### src/design/uid_whitelist_table_macros.svh
// Assertion macros for the whitelist table.
// Each check is clocked on clk and held off while rst_n is low.
`ifndef UID_WHITELIST_TABLE_MACROS_SVH
`define UID_WHITELIST_TABLE_MACROS_SVH

`ifndef NO_ASSERTIONS
`define UWT_ASSERT_SAME(label, ante, cons) \
    label: assert property (@(posedge clk) disable iff (!rst_n) (ante) |-> (cons)) \
        else $error("uwt check failed: same-cycle implication");
`define UWT_ASSERT_NEXT(label, ante, cons) \
    label: assert property (@(posedge clk) disable iff (!rst_n) (ante) |=> (cons)) \
        else $error("uwt check failed: next-cycle implication");
`else
`define UWT_ASSERT_SAME(label, ante, cons)
`define UWT_ASSERT_NEXT(label, ante, cons)
`endif

`endif

### src/design/uwt_pkg.sv
`default_nettype none

package uwt_pkg;

    // Table geometry
    localparam int ENTRIES = 16;
    localparam int IDX_W   = (ENTRIES > 1) ? $clog2(ENTRIES) : 1;
    localparam int CNT_W   = $clog2(ENTRIES + 1);
    localparam int KEY_W   = 32;

    // External field widths
    localparam int SLOT_W = 4;
    localparam int FILL_W = 5;

    // An erased entry holds all ones; that key is reserved
    localparam logic [KEY_W-1:0] ERASED_KEY = '1;

    typedef enum logic
    {
        OP_LOOKUP = 1'b0,
        OP_INSERT = 1'b1
    } op_t;

    typedef enum logic [2:0]
    {
        ST_FOUND     = 3'd0,
        ST_NOT_FOUND = 3'd1,
        ST_INSERTED  = 3'd2,
        ST_DUPLICATE = 3'd3,
        ST_FULL      = 3'd4,
        ST_INVALID   = 3'd5
    } status_t;

    typedef struct packed
    {
        op_t              operation;
        logic [KEY_W-1:0] key;
    } request_t;

    typedef struct packed
    {
        status_t           status;
        logic [SLOT_W-1:0] slot;
        logic [FILL_W-1:0] fill_count;
    } result_t;

    typedef logic [ENTRIES-1:0][KEY_W-1:0] key_array_t;

    // Priority match answer
    typedef struct packed
    {
        logic             hit;
        logic [IDX_W-1:0] idx;
    } match_t;

    // Table write command
    typedef struct packed
    {
        logic             en;
        logic [IDX_W-1:0] idx;
        logic [KEY_W-1:0] key;
    } table_wr_t;

endpackage

`default_nettype wire

### src/design/uwt_match.sv
`default_nettype none

module uwt_match
(
    input  wire uwt_pkg::key_array_t       keys,
    input  wire logic [uwt_pkg::KEY_W-1:0] key,
    output uwt_pkg::match_t                match
);
    import uwt_pkg::*;

    // Parallel compare, lowest matching index wins
    always_comb
    begin
        match = '0;
        for (int i = ENTRIES - 1; i >= 0; i--)
        begin
            if (keys[i] == key)
            begin
                match.hit = 1'b1;
                match.idx = IDX_W'(i);
            end
        end
    end

endmodule

`default_nettype wire

### src/design/uwt_table.sv
`default_nettype none

module uwt_table
(
    input  wire logic                      clk,
    input  wire logic                      rst_n,
    input  wire uwt_pkg::table_wr_t        wr,
    output uwt_pkg::key_array_t            keys,
    output logic [uwt_pkg::CNT_W-1:0]      filled,
    output logic [uwt_pkg::CNT_W-1:0]      filled_after
);
    import uwt_pkg::*;

    key_array_t       keys_reg;
    logic [CNT_W-1:0] filled_reg;
    logic [CNT_W-1:0] filled_next;

    // Count of filled entries, saturating at the table size
    always_comb
    begin
        filled_next = filled_reg;
        if (wr.en && (filled_reg < CNT_W'(ENTRIES)))
        begin
            filled_next = filled_reg + CNT_W'(1);
        end
    end

    // Entry storage, erased at reset
    always_ff @(posedge clk or negedge rst_n)
    begin
        if (!rst_n)
        begin
            for (int i = 0; i < ENTRIES; i++)
            begin
                keys_reg[i] <= ERASED_KEY;
            end
            filled_reg <= '0;
        end
        else
        begin
            if (wr.en)
            begin
                keys_reg[wr.idx] <= wr.key;
            end
            filled_reg <= filled_next;
        end
    end

    assign keys         = keys_reg;
    assign filled       = filled_reg;
    assign filled_after = filled_next;

endmodule

`default_nettype wire

### src/design/uid_whitelist_table.sv
// uid_whitelist_table: whitelist of 32-bit card identifiers.
//
// Request channel: drive request (operation, key) and raise start; the
// transfer happens at the rising edge where start is high and busy is low.
// busy stays low, so one request can be issued on every cycle.
//
// Result channel: done is high for exactly one cycle and result carries
// status, slot and fill_count during that cycle. The receiver cannot stall.
//
// A request passes through the request register, then the parallel compare
// of all entries plus the priority encoders into the result register.
// Throughput is one request per cycle; a request sees every insert issued
// before it.
//
// Reset (rst_n low, asynchronous) erases all entries to all ones, clears
// the fill count and drops any request in flight.
`default_nettype none
`include "uid_whitelist_table_macros.svh"

module uid_whitelist_table
(
    input  wire logic              clk,
    input  wire logic              rst_n,
    input  wire logic              start,
    output logic                   busy,
    input  wire uwt_pkg::request_t request,
    output logic                   done,
    output uwt_pkg::result_t       result
);
    import uwt_pkg::*;

    logic             req_valid_reg;
    request_t         req_reg;
    logic             done_reg;
    result_t          result_reg;
    result_t          result_next;

    key_array_t       keys;
    logic [CNT_W-1:0] filled;
    logic [CNT_W-1:0] filled_after;
    match_t           key_match;
    match_t           free_match;
    table_wr_t        wr;
    logic             key_invalid;
    logic [31:0]      slot_wide;
    logic [31:0]      fill_wide;
    logic             insert_done;
    logic             no_slot_done;

    assign busy = 1'b0;

    // Request register
    always_ff @(posedge clk or negedge rst_n)
    begin
        if (!rst_n)
        begin
            req_valid_reg <= 1'b0;
        end
        else
        begin
            req_valid_reg <= start;
        end
    end

    always_ff @(posedge clk)
    begin
        if (start)
        begin
            req_reg <= request;
        end
    end

    // Storage and matchers
    uwt_table u_table
    (
        .clk          (clk),
        .rst_n        (rst_n),
        .wr           (wr),
        .keys         (keys),
        .filled       (filled),
        .filled_after (filled_after)
    );

    uwt_match u_key_match
    (
        .keys  (keys),
        .key   (req_reg.key),
        .match (key_match)
    );

    uwt_match u_free_match
    (
        .keys  (keys),
        .key   (ERASED_KEY),
        .match (free_match)
    );

    // Decide the outcome and the table write
    always_comb
    begin
        key_invalid = (req_reg.key == ERASED_KEY);
        wr.en       = 1'b0;
        wr.idx      = free_match.idx;
        wr.key      = req_reg.key;
        slot_wide   = '0;
        result_next.status = ST_INVALID;

        if (key_invalid)
        begin
            result_next.status = ST_INVALID;
        end
        else if (req_reg.operation == OP_LOOKUP)
        begin
            if (key_match.hit)
            begin
                result_next.status = ST_FOUND;
                slot_wide          = 32'(key_match.idx);
            end
            else
            begin
                result_next.status = ST_NOT_FOUND;
            end
        end
        else if (key_match.hit)
        begin
            result_next.status = ST_DUPLICATE;
            slot_wide          = 32'(key_match.idx);
        end
        else if (!free_match.hit)
        begin
            result_next.status = ST_FULL;
        end
        else
        begin
            result_next.status = ST_INSERTED;
            slot_wide          = 32'(free_match.idx);
            wr.en              = req_valid_reg;
        end

        fill_wide              = 32'(filled_after);
        result_next.slot       = slot_wide[SLOT_W-1:0];
        result_next.fill_count = fill_wide[FILL_W-1:0];
    end

    // Result register and strobe
    always_ff @(posedge clk or negedge rst_n)
    begin
        if (!rst_n)
        begin
            done_reg <= 1'b0;
        end
        else
        begin
            done_reg <= req_valid_reg;
        end
    end

    always_ff @(posedge clk)
    begin
        if (req_valid_reg)
        begin
            result_reg <= result_next;
        end
    end

    assign done   = done_reg;
    assign result = result_reg;

    // Checks
    assign insert_done  = done && (result.status == ST_INSERTED);
    assign no_slot_done = done && (result.status == ST_NOT_FOUND ||
                                   result.status == ST_FULL ||
                                   result.status == ST_INVALID);

    `UWT_ASSERT_NEXT(a_latency, start && !busy, req_valid_reg ##1 done)
    `UWT_ASSERT_SAME(a_fill_bound, 1'b1, filled <= CNT_W'(ENTRIES))
    `UWT_ASSERT_SAME(a_insert_counts, insert_done, filled == CNT_W'($past(filled) + CNT_W'(1)))
    `UWT_ASSERT_SAME(a_no_slot, no_slot_done, result.slot == '0)

endmodule

`default_nettype wire
### config.mk
export PLATFORM = sky130hd
export DESIGN_NAME = uid_whitelist_table
export DESIGN_NICKNAME = d
export VERILOG_FILES = /design/src/design/uwt_pkg.sv /design/src/design/uwt_match.sv /design/src/design/uwt_table.sv /design/src/design/uid_whitelist_table.sv
export VERILOG_INCLUDE_DIRS = /design/src /design/src/design
export SDC_FILE = /design/constraint.sdc
export NUM_CORES = 1
export LEC_CHECK = 0
export ABC_CLOCK_PERIOD_IN_PS = 3900
export BUFFER_PORTS_ARGS = -buffer_cell sky130_fd_sc_hd__buf_4
export CAP_MARGIN = 10
export CORE_MARGIN = 2
export CORE_UTILIZATION = 46
export DETAILED_ROUTE_END_ITERATION = 10
export SETUP_SLACK_MARGIN = 0.3
export SLEW_MARGIN = 0
export SYNTH_ARGS = -nofsm -noshare
export SYNTH_HDL_FRONTEND = slang
export SYNTH_SLANG_ARGS = --single-unit
### constraint.sdc
create_clock -name clk -period 3.9 [get_ports clk]
set_clock_uncertainty 0.1 [all_clocks]
set_input_delay 0.975 -clock clk [delete_from_list [all_inputs] [get_ports clk]]
set_output_delay 0.975 -clock clk [all_outputs]
set_load 0.005 [all_outputs]
==> impl_metrics.toml <==
[synth]
synth_edf_count = 45
synth_area_leader_cell = "dfstp_2"
ys_warn_count = 0
synth_cells = 2263
synth_top_area_share_pct = 45.9
async_flop_share_pct = 92.0
synth.most_common_cell = "dfstp_2"
synth_ff_type = "dfstp_2"
synthTopCellsByArea = "dfstp_2 (46%), mux2_2 (18%), xnor2_1 (12%), nand4_1 (5.5%), edfxtp_1 (4.6%)"
synth_nets = 2300
syn_area_um2 = 29300
avgSynthCellArea_um2 = 12.9
synth_cell_type_count = 56
yosys_register_bits = 564
synthTopCellsByCount = "dfstp_2 (512), mux2_2 (471), xnor2_1 (418)"
yosysSeqAreaShare_pct = 51.1

[setup_path]
worstPathMaxFanout = 32
crit_type = "reg2reg"
timing.critical_path.from = "u_table.keys[360]"
arrival_ns = 3.98
start_kind = "flip-flop"
cp-endpoint = "u_table.keys[360]"
r2r-start = "u_table.keys[360]"
reg2reg_slack_ns = 0.36
r2r-end = "u_table.keys[360]"
crit_path_end_kind = "flip-flop"
ff2ff_path_depth = 11
required_ns = 4.34

[pwr]
power_density_nw_per_um2 = 388
power_frac_seq_pct = 46.0
combPwrFrac_pct = 9.4
finalPower_w = 0.0131
clock_power_share_pct = 44.5
ir_worst_vdd_v = 0.000396
p_sw_w = 0.00322
intPower_w = 0.00987
switching_share_pct = 24.6
leakagePower_nw = 12.7

[routing]
wl_met1_um = 38000
vias = 18800
viasPerCell = 5.89
wl_met2_um = 37200
drtIter0Drc = 1436
maxUsedRoutingLayer = "met4"
dr.pass1.iters = 5
dr_wl_met3_um = 4380
ant_nets = 0
drt-total-wl_um = 82100
detail_route.drc_violations = 0
wl_per_cell_um = 25.7

[die]
num_rows = 92
coreArea_um2 = 63000
die_w_um = 256
num_io_pins = 50
dieHeight_um = 256
initial_core_util_pct = 46.5
die-area_um2 = 65700

[run]
maxCapViolCount = 0

[clock_tree]
clk_pin_slew_worst_paths_ns = 0.06
cts_sinks = 564
cts_tree = "yes"
cts_buffer_depth = 3
cts_made_buffers = 60
ctsHoldBuffers = 0
htreeDepth = 2
cts_root_buf = "clkbuf_16"
insertion_delay_ns = 0.63

[placement]
port_buffers = 48
place_ws_ns = -0.0151
dp_hpwl_um = 48000
gp_congestion = 0.882

[worst_hold_path]
hold_class = "reg2reg"

[timing]
holdWs_ns = 0.392
finalSetupViolations = 0
timing.final.crit_share_pct = 90.7
hold_viol = 0
tightest_slew_ns = 1.11
rsz0062_at_grt = "yes"
fin_crit_ns = 3.54
relSlewSlack_pct = 25.1
maxSlewViolCount = 0
max_freq_ghz = 0.283
finalWorstSetupSlack_ns = 0.364

[global_routing]
grt_remaining_overflow = 0
grt_util_all_layers_pct = 25.0
grt_pass1_wl_um = 124000
grt_pass1_vias = 19500
antenna_found_initial = 3
grt_start_max_net_pins = 119

[outcome]
status = "complete, no violations"

[cells_and_area]
area_delta_synth_final_pct = 15.1
fillers = 5246
drive_above_1_share_pct = 55.4
fin_nets = 2337
final_core_utilization_pct = 53.6
largest_reg_flops = 512
==> worst min-delay path by stage <==
stage / startpoint / end / slack [ns] / depth (start not counted)
final: u_table.filled[4] / u_table.filled[4] / 0.39 / 1
after global routing: request[23] / req_reg[23] / 0.39 / 1
after floorplan: u_table.filled[3] / u_table.filled[3] / 0.35 / 1
after detailed placement: u_table.filled[4] / u_table.filled[4] / 0.38 / 1
after CTS: request[23] / req_reg[23] / 0.38 / 1
after global placement: u_table.filled[4] / u_table.filled[4] / 0.37 / 1
==> placed cells by master (no fill, tap or decap), drive strengths merged, types with 6 or more instances in the layout <==
| cell type | instances |
|---|---|
| clkbuf | 89 |
| nor2 | 16 |
| or4 | 6 |
| clkinv | 14 |
| edfxtp | 45 |
| buf | 157 |
| nor4 | 82 |
| dfrtp | 7 |
| dfstp | 512 |
| xnor2 | 418 |
| nand3 | 6 |
| xor2 | 98 |
| mux2 | 513 |
| and4 | 8 |
| bufinv | 6 |
| inv | 7 |
| nand2 | 36 |
| nand4 | 258 |
==> repair_timing <==
item / 4_1_cts / 5_1_grt
gates cloned: 2 / 2
setup buffers: 7 / 3
endpoints found under the setup margin: 280 / 206
pin swaps: 4 / 10
resized for setup: 14 / 14
==> layer usage <==
metal,up-vias,global-route usage [%]
met4,0,8.66
met2,534,38.7
met3,134,3.81
met1,9895,35.7
li1,8258,-
met5,-,0
==> stage by stage <==
| step | cell area [µm²] | instances | setup TNS [ns] |
|---|---|---|---|
| after global routing | 33700 | 3195 | 0 |
| after floorplan | 29300 | 2263 | 0 |
| after CTS | 33600 | 3190 | 0 |
| final | 33700 | 3196 | 0 |
| after detailed placement | 31400 | 3070 | -0.0377 |
| after global placement | 31400 | 3070 | 0 |
==> power by group through the flow <==
stage               Sequential [W]  Combinational (W)  Clock [W]
floorplan                  0.00608           0.000630          0
global placement           0.00611            0.00123          0
detailed placement         0.00611            0.00123          0
CTS                        0.00602            0.00123    0.00597
global route               0.00602            0.00130    0.00621
finish                     0.00602            0.00123    0.00583
==> cell families (layout without fill, tap and decap cells) <==
group / Yosys count / count (layout) / share of synthesized area [%]
AOI/OAI and AO/OA: 43 / 43 / 1.19
xor gates and xnor gates: 516 / 516 / 15.4
adders and majority gates: 1 / 1 / 0.0427
buffers and inverters: 189 / 275 / 2.98
DFF: 564 / 564 / 51.1
muxes: 513 / 513 / 20.1
other: 1 / 2 / 0.0128
and+or+nand+nor: 436 / 436 / 9.11
==> area by class of cell <==
type	count	area, µm²	area share (%)
Antenna cell	1	2.50	0.00742
Clock inverter	24	280	0.831
Tap cell	846	1060	3.14
Multi-Input combinational cell	1510	13600	40.5
Sequential cell	564	15000	44.4
Timing Repair Buffer	159	2010	5.96
Inverter	5	18.8	0.0556
Clock buffer	87	1730	5.14
==> worst max-delay path, stage by stage, from the launching register on <==
cell	delay [ns]
dfstp_2	0.56
nand4_1	0.18
nor4_4	0.34
buf_4	0.19
a211oi_1	0.07
a311o_1	0.41
a31oi_2	0.26
buf_4	0.16
o211ai_1	0.08
or4b_4	0.55
buf_12	0.19
mux2_1	0.34
Note: power is estimated with default switching activity, not from simulation.
